--- config.mk ---
export PLATFORM = sky130hd
export DESIGN_NAME = bfdm_ctrl
export DESIGN_NICKNAME = d
export VERILOG_FILES = /design/src/hdl/bfdm_pkg.sv /design/src/hdl/bfdm_ctrl.sv
export SDC_FILE = /design/constraint.sdc
export NUM_CORES = 1
export LEC_CHECK = 0
export BUFFER_PORTS_ARGS = -buffer_cell sky130_fd_sc_hd__buf_4
export CORE_MARGIN = 8
export CORE_UTILIZATION = 55
export CTS_CLUSTER_DIAMETER = 200
export DETAILED_ROUTE_END_ITERATION = 12
export PLACE_DENSITY = 0.89
export SLEW_MARGIN = 25
export SYNTH_ARGS = -nofsm -noshare
export SYNTH_HDL_FRONTEND = slang
export SYNTH_SLANG_ARGS = --single-unit
--- constraint.sdc ---
create_clock -name clk -period 4.1 [get_ports clk]
set_clock_uncertainty 0.2 [all_clocks]
set_input_delay 0.82 -clock clk [delete_from_list [all_inputs] [get_ports clk]]
set_output_delay 0.82 -clock clk [all_outputs]
set_load 0.05 [all_outputs]
--- src/hdl/bfdm_pkg.sv ---
// ----------------------------------------------------------------------------
// bfdm_pkg
// Shared types and constants for the dense-matrix shortest-path solver.
// ----------------------------------------------------------------------------
package bfdm_pkg;

  localparam int COST_W = 64;
  localparam int NODE_W = 6;
  localparam int PRED_W = 7;
  localparam int ITER_W = 7;
  localparam int CFG_W  = 7;

  // The largest signed cost marks a missing edge and an unreached node.
  localparam logic signed [COST_W-1:0] NO_EDGE = {1'b0, {(COST_W-1){1'b1}}};
  localparam logic signed [COST_W-1:0] ZERO_COST = '0;

  // Predecessor code for a node with no predecessor (minus one).
  localparam logic [PRED_W-1:0] PRED_NONE = '1;

  localparam logic MODE_LOAD  = 1'b0;
  localparam logic MODE_START = 1'b1;

  typedef enum logic [3:0] {
    ST_IDLE,
    ST_CLEAR,
    ST_ROW_RD,
    ST_ROW_CHK,
    ST_EDGE_RD,
    ST_EDGE_UPD,
    ST_OUT_RD,
    ST_OUT_LD,
    ST_OUT_WAIT
  } state_t;

  typedef enum logic [1:0] {
    RD_ROW,
    RD_EDGE,
    RD_OUT
  } rd_sel_t;

  typedef struct packed {
    logic    mat_ld;
    logic    mat_rd;
    logic    best_rd;
    rd_sel_t rd_sel;
    logic    clr_we;
    logic    upd_en;
    logic    du_ld;
    logic    out_ld;
    logic    out_last;
  } ctrl_t;

  typedef struct packed {
    logic du_unreached;
    logic take;
  } stat_t;

endpackage

--- src/hdl/bfdm_ctrl.sv ---
// ----------------------------------------------------------------------------
// bfdm_ctrl
// Sequencer: clearing sweep, relaxation passes and result emission.
// ----------------------------------------------------------------------------
module bfdm_ctrl #(
  parameter  int MAX_NODES = 64,
  localparam int IW = $clog2(MAX_NODES),
  localparam int CW = $clog2(MAX_NODES + 1)
) (
  input  logic                        clk,
  input  logic                        rst_n,
  input  logic                        in_valid,
  input  logic                        in_mode,
  output logic                        in_ready,
  input  logic                        out_ready,
  output logic                        out_valid,
  input  logic [bfdm_pkg::CFG_W-1:0]  node_count,
  input  bfdm_pkg::stat_t             stat,
  output bfdm_pkg::ctrl_t             ctrl,
  output logic [IW-1:0]               u_idx,
  output logic [IW-1:0]               v_idx,
  output logic [IW-1:0]               i_idx,
  output logic [CW-1:0]               pass_cnt,
  output logic                        changed
);

  bfdm_pkg::state_t state_r, state_nxt;
  logic [IW-1:0]    u_r, u_nxt;
  logic [IW-1:0]    v_r, v_nxt;
  logic [IW-1:0]    i_r, i_nxt;
  logic [CW-1:0]    n_r, n_nxt;
  logic [CW-1:0]    pass_r, pass_nxt;
  logic             changed_r, changed_nxt;

  logic             in_fire;
  logic             start;
  logic [CW-1:0]    n_sel;
  logic [CW-1:0]    n_last;
  logic [CW-1:0]    pass_inc;
  logic             u_last, v_last, i_last;
  logic             chg_now;
  logic             pass_go;
  logic             row_done;
  bfdm_pkg::state_t row_next;

  always_comb begin
    in_ready  = (state_r == bfdm_pkg::ST_IDLE);
    out_valid = (state_r == bfdm_pkg::ST_OUT_WAIT);
    in_fire   = in_valid && in_ready;
    start     = in_fire && (in_mode == bfdm_pkg::MODE_START);

    if (node_count == '0) begin
      n_sel = CW'(1);
    end else if (32'(node_count) > MAX_NODES) begin
      n_sel = CW'(MAX_NODES);
    end else begin
      n_sel = CW'(node_count);
    end

    n_last   = n_r - CW'(1);
    pass_inc = pass_r + CW'(1);
    u_last   = (CW'(u_r) == n_last);
    v_last   = (CW'(v_r) == n_last);
    i_last   = (CW'(i_r) == n_last);
    chg_now  = changed_r || ((state_r == bfdm_pkg::ST_EDGE_UPD) && stat.take);
    pass_go  = chg_now && (pass_inc < n_r);
    row_done = ((state_r == bfdm_pkg::ST_ROW_CHK) && stat.du_unreached) ||
               ((state_r == bfdm_pkg::ST_EDGE_UPD) && v_last);
    row_next = (u_last && !pass_go) ? bfdm_pkg::ST_OUT_RD : bfdm_pkg::ST_ROW_RD;
  end

  // Next state.
  always_comb begin
    state_nxt = state_r;
    unique case (state_r)
      bfdm_pkg::ST_IDLE: begin
        if (start) state_nxt = bfdm_pkg::ST_CLEAR;
      end
      bfdm_pkg::ST_CLEAR: begin
        if (i_last) state_nxt = bfdm_pkg::ST_ROW_RD;
      end
      bfdm_pkg::ST_ROW_RD: state_nxt = bfdm_pkg::ST_ROW_CHK;
      bfdm_pkg::ST_ROW_CHK: begin
        state_nxt = stat.du_unreached ? row_next : bfdm_pkg::ST_EDGE_RD;
      end
      bfdm_pkg::ST_EDGE_RD: state_nxt = bfdm_pkg::ST_EDGE_UPD;
      bfdm_pkg::ST_EDGE_UPD: begin
        state_nxt = v_last ? row_next : bfdm_pkg::ST_EDGE_RD;
      end
      bfdm_pkg::ST_OUT_RD: state_nxt = bfdm_pkg::ST_OUT_LD;
      bfdm_pkg::ST_OUT_LD: state_nxt = bfdm_pkg::ST_OUT_WAIT;
      bfdm_pkg::ST_OUT_WAIT: begin
        if (out_ready) state_nxt = i_last ? bfdm_pkg::ST_IDLE : bfdm_pkg::ST_OUT_RD;
      end
      default: state_nxt = bfdm_pkg::ST_IDLE;
    endcase
  end

  // Counters and pass bookkeeping.
  always_comb begin
    u_nxt       = u_r;
    v_nxt       = v_r;
    i_nxt       = i_r;
    n_nxt       = n_r;
    pass_nxt    = pass_r;
    changed_nxt = changed_r;

    if (state_r == bfdm_pkg::ST_IDLE && start) begin
      n_nxt = n_sel;
      i_nxt = '0;
    end

    if (state_r == bfdm_pkg::ST_CLEAR) begin
      if (i_last) begin
        i_nxt       = '0;
        u_nxt       = '0;
        pass_nxt    = CW'(1);
        changed_nxt = 1'b0;
      end else begin
        i_nxt = i_r + IW'(1);
      end
    end

    if (state_r == bfdm_pkg::ST_ROW_CHK && !stat.du_unreached) begin
      v_nxt = '0;
    end

    if (state_r == bfdm_pkg::ST_EDGE_UPD) begin
      changed_nxt = chg_now;
      if (!v_last) v_nxt = v_r + IW'(1);
    end

    if (row_done) begin
      if (u_last) begin
        pass_nxt = pass_inc;
        u_nxt    = '0;
        i_nxt    = '0;
        // A new pass starts with a clean change flag; otherwise it is final.
        changed_nxt = pass_go ? 1'b0 : chg_now;
      end else begin
        u_nxt       = u_r + IW'(1);
        changed_nxt = chg_now;
      end
    end

    if (state_r == bfdm_pkg::ST_OUT_WAIT && out_ready && !i_last) begin
      i_nxt = i_r + IW'(1);
    end
  end

  // Control outputs to the datapath.
  always_comb begin
    ctrl.mat_ld   = in_fire && (in_mode == bfdm_pkg::MODE_LOAD);
    ctrl.mat_rd   = (state_r == bfdm_pkg::ST_EDGE_RD);
    ctrl.best_rd  = (state_r == bfdm_pkg::ST_ROW_RD) ||
                    (state_r == bfdm_pkg::ST_EDGE_RD) ||
                    (state_r == bfdm_pkg::ST_OUT_RD);
    ctrl.rd_sel   = (state_r == bfdm_pkg::ST_ROW_RD)  ? bfdm_pkg::RD_ROW  :
                    (state_r == bfdm_pkg::ST_EDGE_RD) ? bfdm_pkg::RD_EDGE :
                                                        bfdm_pkg::RD_OUT;
    ctrl.clr_we   = (state_r == bfdm_pkg::ST_CLEAR);
    ctrl.upd_en   = (state_r == bfdm_pkg::ST_EDGE_UPD);
    ctrl.du_ld    = (state_r == bfdm_pkg::ST_ROW_CHK);
    ctrl.out_ld   = (state_r == bfdm_pkg::ST_OUT_LD);
    ctrl.out_last = i_last;
  end

  always_ff @(posedge clk) begin
    if (!rst_n) begin
      state_r   <= bfdm_pkg::ST_IDLE;
      u_r       <= '0;
      v_r       <= '0;
      i_r       <= '0;
      n_r       <= CW'(1);
      pass_r    <= CW'(1);
      changed_r <= 1'b0;
    end else begin
      state_r   <= state_nxt;
      u_r       <= u_nxt;
      v_r       <= v_nxt;
      i_r       <= i_nxt;
      n_r       <= n_nxt;
      pass_r    <= pass_nxt;
      changed_r <= changed_nxt;
    end
  end

  assign u_idx    = u_r;
  assign v_idx    = v_r;
  assign i_idx    = i_r;
  assign pass_cnt = pass_r;
  assign changed  = changed_r;

endmodule

==> metrics.md <==
| Metric | Value |
|---|---|
| Most frequent cells in the layout | buf_4 (51), dfxtp_1 (37), nand2_1 (21) |
| Sequential share of the synthesized area | 0.280 |
| FF/Latch Area | 741 um2 |
| Synthesis-to-finish area growth | 16.6% |
| Layout Cells excl Fill | roughly 410 |
| Fillers | between 400 and 500 |
| Final hold violation count | 0 |
| Cts bufs inserted | 5 |
| Antenna violations before repair | 0 |
| Wire length per cell | 17.3 um |
| CTS Sinks | 37 |
| Critical-path cell list | inv_1 > ha_1 > or3b_1 > o31a_4 > nor3_2 > nand2_1 > inv_2 > buf_4 |
| CTS tree | yes |
| Worst-Margin Slew | just over 900 ps |
| Initial DRC Count | between 150 and 200 |
| Top FF cell, synth | dfxtp_1 |
| Final Slew Violations | 0 |
| Largest net degree at the start of global routing | 23 |
| Clock latency on the worst-skew pair | just under 300 ps |
| Post-Place Cells | ~400 |
| Post-route DRC | 0 |
| Mapped Avg Cell Area | between 8 and 9 um2 |
| Syn Nets | between 300 and 400 |
| EDFF count, synth | 0 |
| Slowest stage delay, CP | about 490 ps |
| Ys Warns | 0 |
| Register-to-Register Path Depth | 8 |
| Data required, critical path | 3080 ps |
| CTS H-tree lvls | 2 |
| Slowest CP cell | or3b_1 |
| Post-CTS Setup Bufs | 0 |
| Area after DPL | ~3000 um2 |
| Clock Tree Buf Depth | 2 |
| Hold crit path type | flip-flop to flip-flop |
| ANT nets after route | 0 |
| Critical Path Fanout Max | 8 |
| Hold Path End | n_r[1] |
| Worst hold slack | roughly 280 ps |
| Reg2reg setup slack | 820 ps |
| Cts hold-fix bufs | 0 |
| FF+latch count, synth | 37 |
| Fmax | ~260 MHz |
| Via count | 2,582 |
| Distinct cell type count after synthesis | 63 |
| Diodes inserted | 0 |
| Crit path launch type | flip-flop |
| Gpl congestion | 0.949 |
| Clock-pin slew on the worst setup and hold paths | about 70 ps |
| Fin crit share | 0.923 |
| Area occupied by multi-input gates | 1750 um2 |
| Period minus WS final | between 3000 and 4000 ps |
| Post-detail-place hpwl | about 5300 um |
| Mapped Cells | 318 |
| Family with the most delay on the worst path | simple AND/OR/NAND/NOR gates |
| Final Cell Area | 3090 um2 |
| Tot GR Track Use | 0.200 |
| TritonRoute pass-1 iters | 5 |
| Vias in the first global route | around 2,500 |
| Setup TNS | 0 ps |
| Nets | 380 |
| Mapped Area | about 2600 um2 |
| WL final | just over 7000 um |
| RR Startpoint | n_r[0] |
| Port buffer count | 51 |
| Pleak | between 1 and 1.5 nW |
| Hold path depth | 2 |
| Layout cell share with drive strength beyond 1 | 0.189 |
| CTS Root Cell | clkbuf_8 |
| RSZ-0062 raised after global routing | false |
| FP Rows | 25 |
| Die width | 85.4 um |
| Hold path start | n_r[1] |
| Arr. time, crit path | about 2800 ps |
| Outcome | complete, no violations |
| Core area | 4690 um2 |
| Drt via density | approximately 6.3 |
| Die height | around 85 um |
| Power Total | approximately 0.0009 W |
| FFs w/ async S/R, synth | 0 |
| Pwr/cell area | roughly 290 nW/um2 |
| Die area | roughly 7300 um2 |
| Reg2reg end | v_idx[4] |
| Commonest non-fill, non-tap cell in the layout | buf_4 |
| Critical Path End Type | output port |
| CP bufs+invs | 3 |
| Cts repair resizes | 0 |
| Final setup viols | 0 |
| First-pass GRT wire length | roughly 12,000 um |
| Setup CP Type | flip-flop to output port |
| Max transition margin | 0.387 |
| Top-Level Pins | 52 |
| Max-Cap Viols | 0 |
| Grt ovf | 0 |
| Starting density of the core | 0.564 |
| Worst vdd ir | ~0.15 mV |
Yosys cell counts (7+ instances only):
cell type   n  area (um2)
a21oi_1    20         100
a31oi_1     8        50.1
and3_1      9        56.3
clkbuf_1   12        45.0
dfxtp_1    37         741
ha_1       11         138
inv_1      15        56.3
nand2_1    21        78.8
nand3_1    19        95.1
nand3b_1   11        82.6
nor2_1     17        63.8
nor3_1      7        35.0
o21ai_0     7        35.0
xnor2_1    20         175
xor2_1     14         123
flip-flops by register name, indices dropped and copies added, names as in the netlist:
register	count
changed	1
state_r	4
v_idx	6
i_idx	6
n_r	7
u_idx	6
pass_cnt	7
cell families (layout without fill, tap and decap cells):
family          after synthesis  count (layout)  share of synthesized area
flops                        37              37                      0.280
compound gates               77              77                      0.210
buf+inv                      37              74                     0.0596
mux                           1               1                    0.00378
simple gates                118             118                      0.257
fa+ha+maj                    11              11                     0.0520
xor+xnor                     37              37                      0.138
worst max-delay path by stage:
stage	startpoint	endpoint	slack, ps	depth (start not counted)
CTS	n_r[0]	ctrl[0]	340	8
global placement	n_r[0]	ctrl[0]	780	8
floorplan	state_r[0]	ctrl[9]	300	3
detailed placement	n_r[0]	ctrl[0]	690	8
global route	n_r[0]	ctrl[0]	190	8
finish	n_r[0]	ctrl[0]	320	8
where the power goes:
group	switching [W]	leakage (nW)	internal [W]	total, W
clock	0.000124	0.0443	0.000133	0.000257
combinational	0.000162	0.968	0.0000820	0.000244
sequential	0.0000178	0.299	0.000366	0.000384
total	0.000304	1.31	0.000582	0.000886
through the flow:
step / setup slack [ps] / util
final: 315 / 0.658
after global routing: 191 / 0.658
after CTS: 345 / 0.658
after detailed placement: 694 / 0.639
after global placement: 778 / 0.639
after floorplan: 296 / -
tightest hold or removal path: cells and delay by family (launching register included):
kind             cells  cell delay [ps]
AO/OA/AOI/OAI        1               50
flip-flops           1              330
AND/OR/NAND/NOR      1               60
routing by layer:
layer	wire, um	part of all wire	GRT usage	vias up
met5	0	0	0	-
met4	147	0.021	0.0732	0
met3	636	0.090	0.0550	19
met2	3330	0.47	0.323	126
met1	2980	0.42	0.248	1207
li1	-	-	-	1230
cell type report:
cell class / instances / area share
multi-input combinational: 244 / 0.567
sequential: 37 / 0.240
timing repair buffer: 51 / 0.124
clock buffer: 7 / 0.0280
tap: 54 / 0.0219
inverter: 16 / 0.0195
Note: power is estimated with default switching activity, not from simulation.
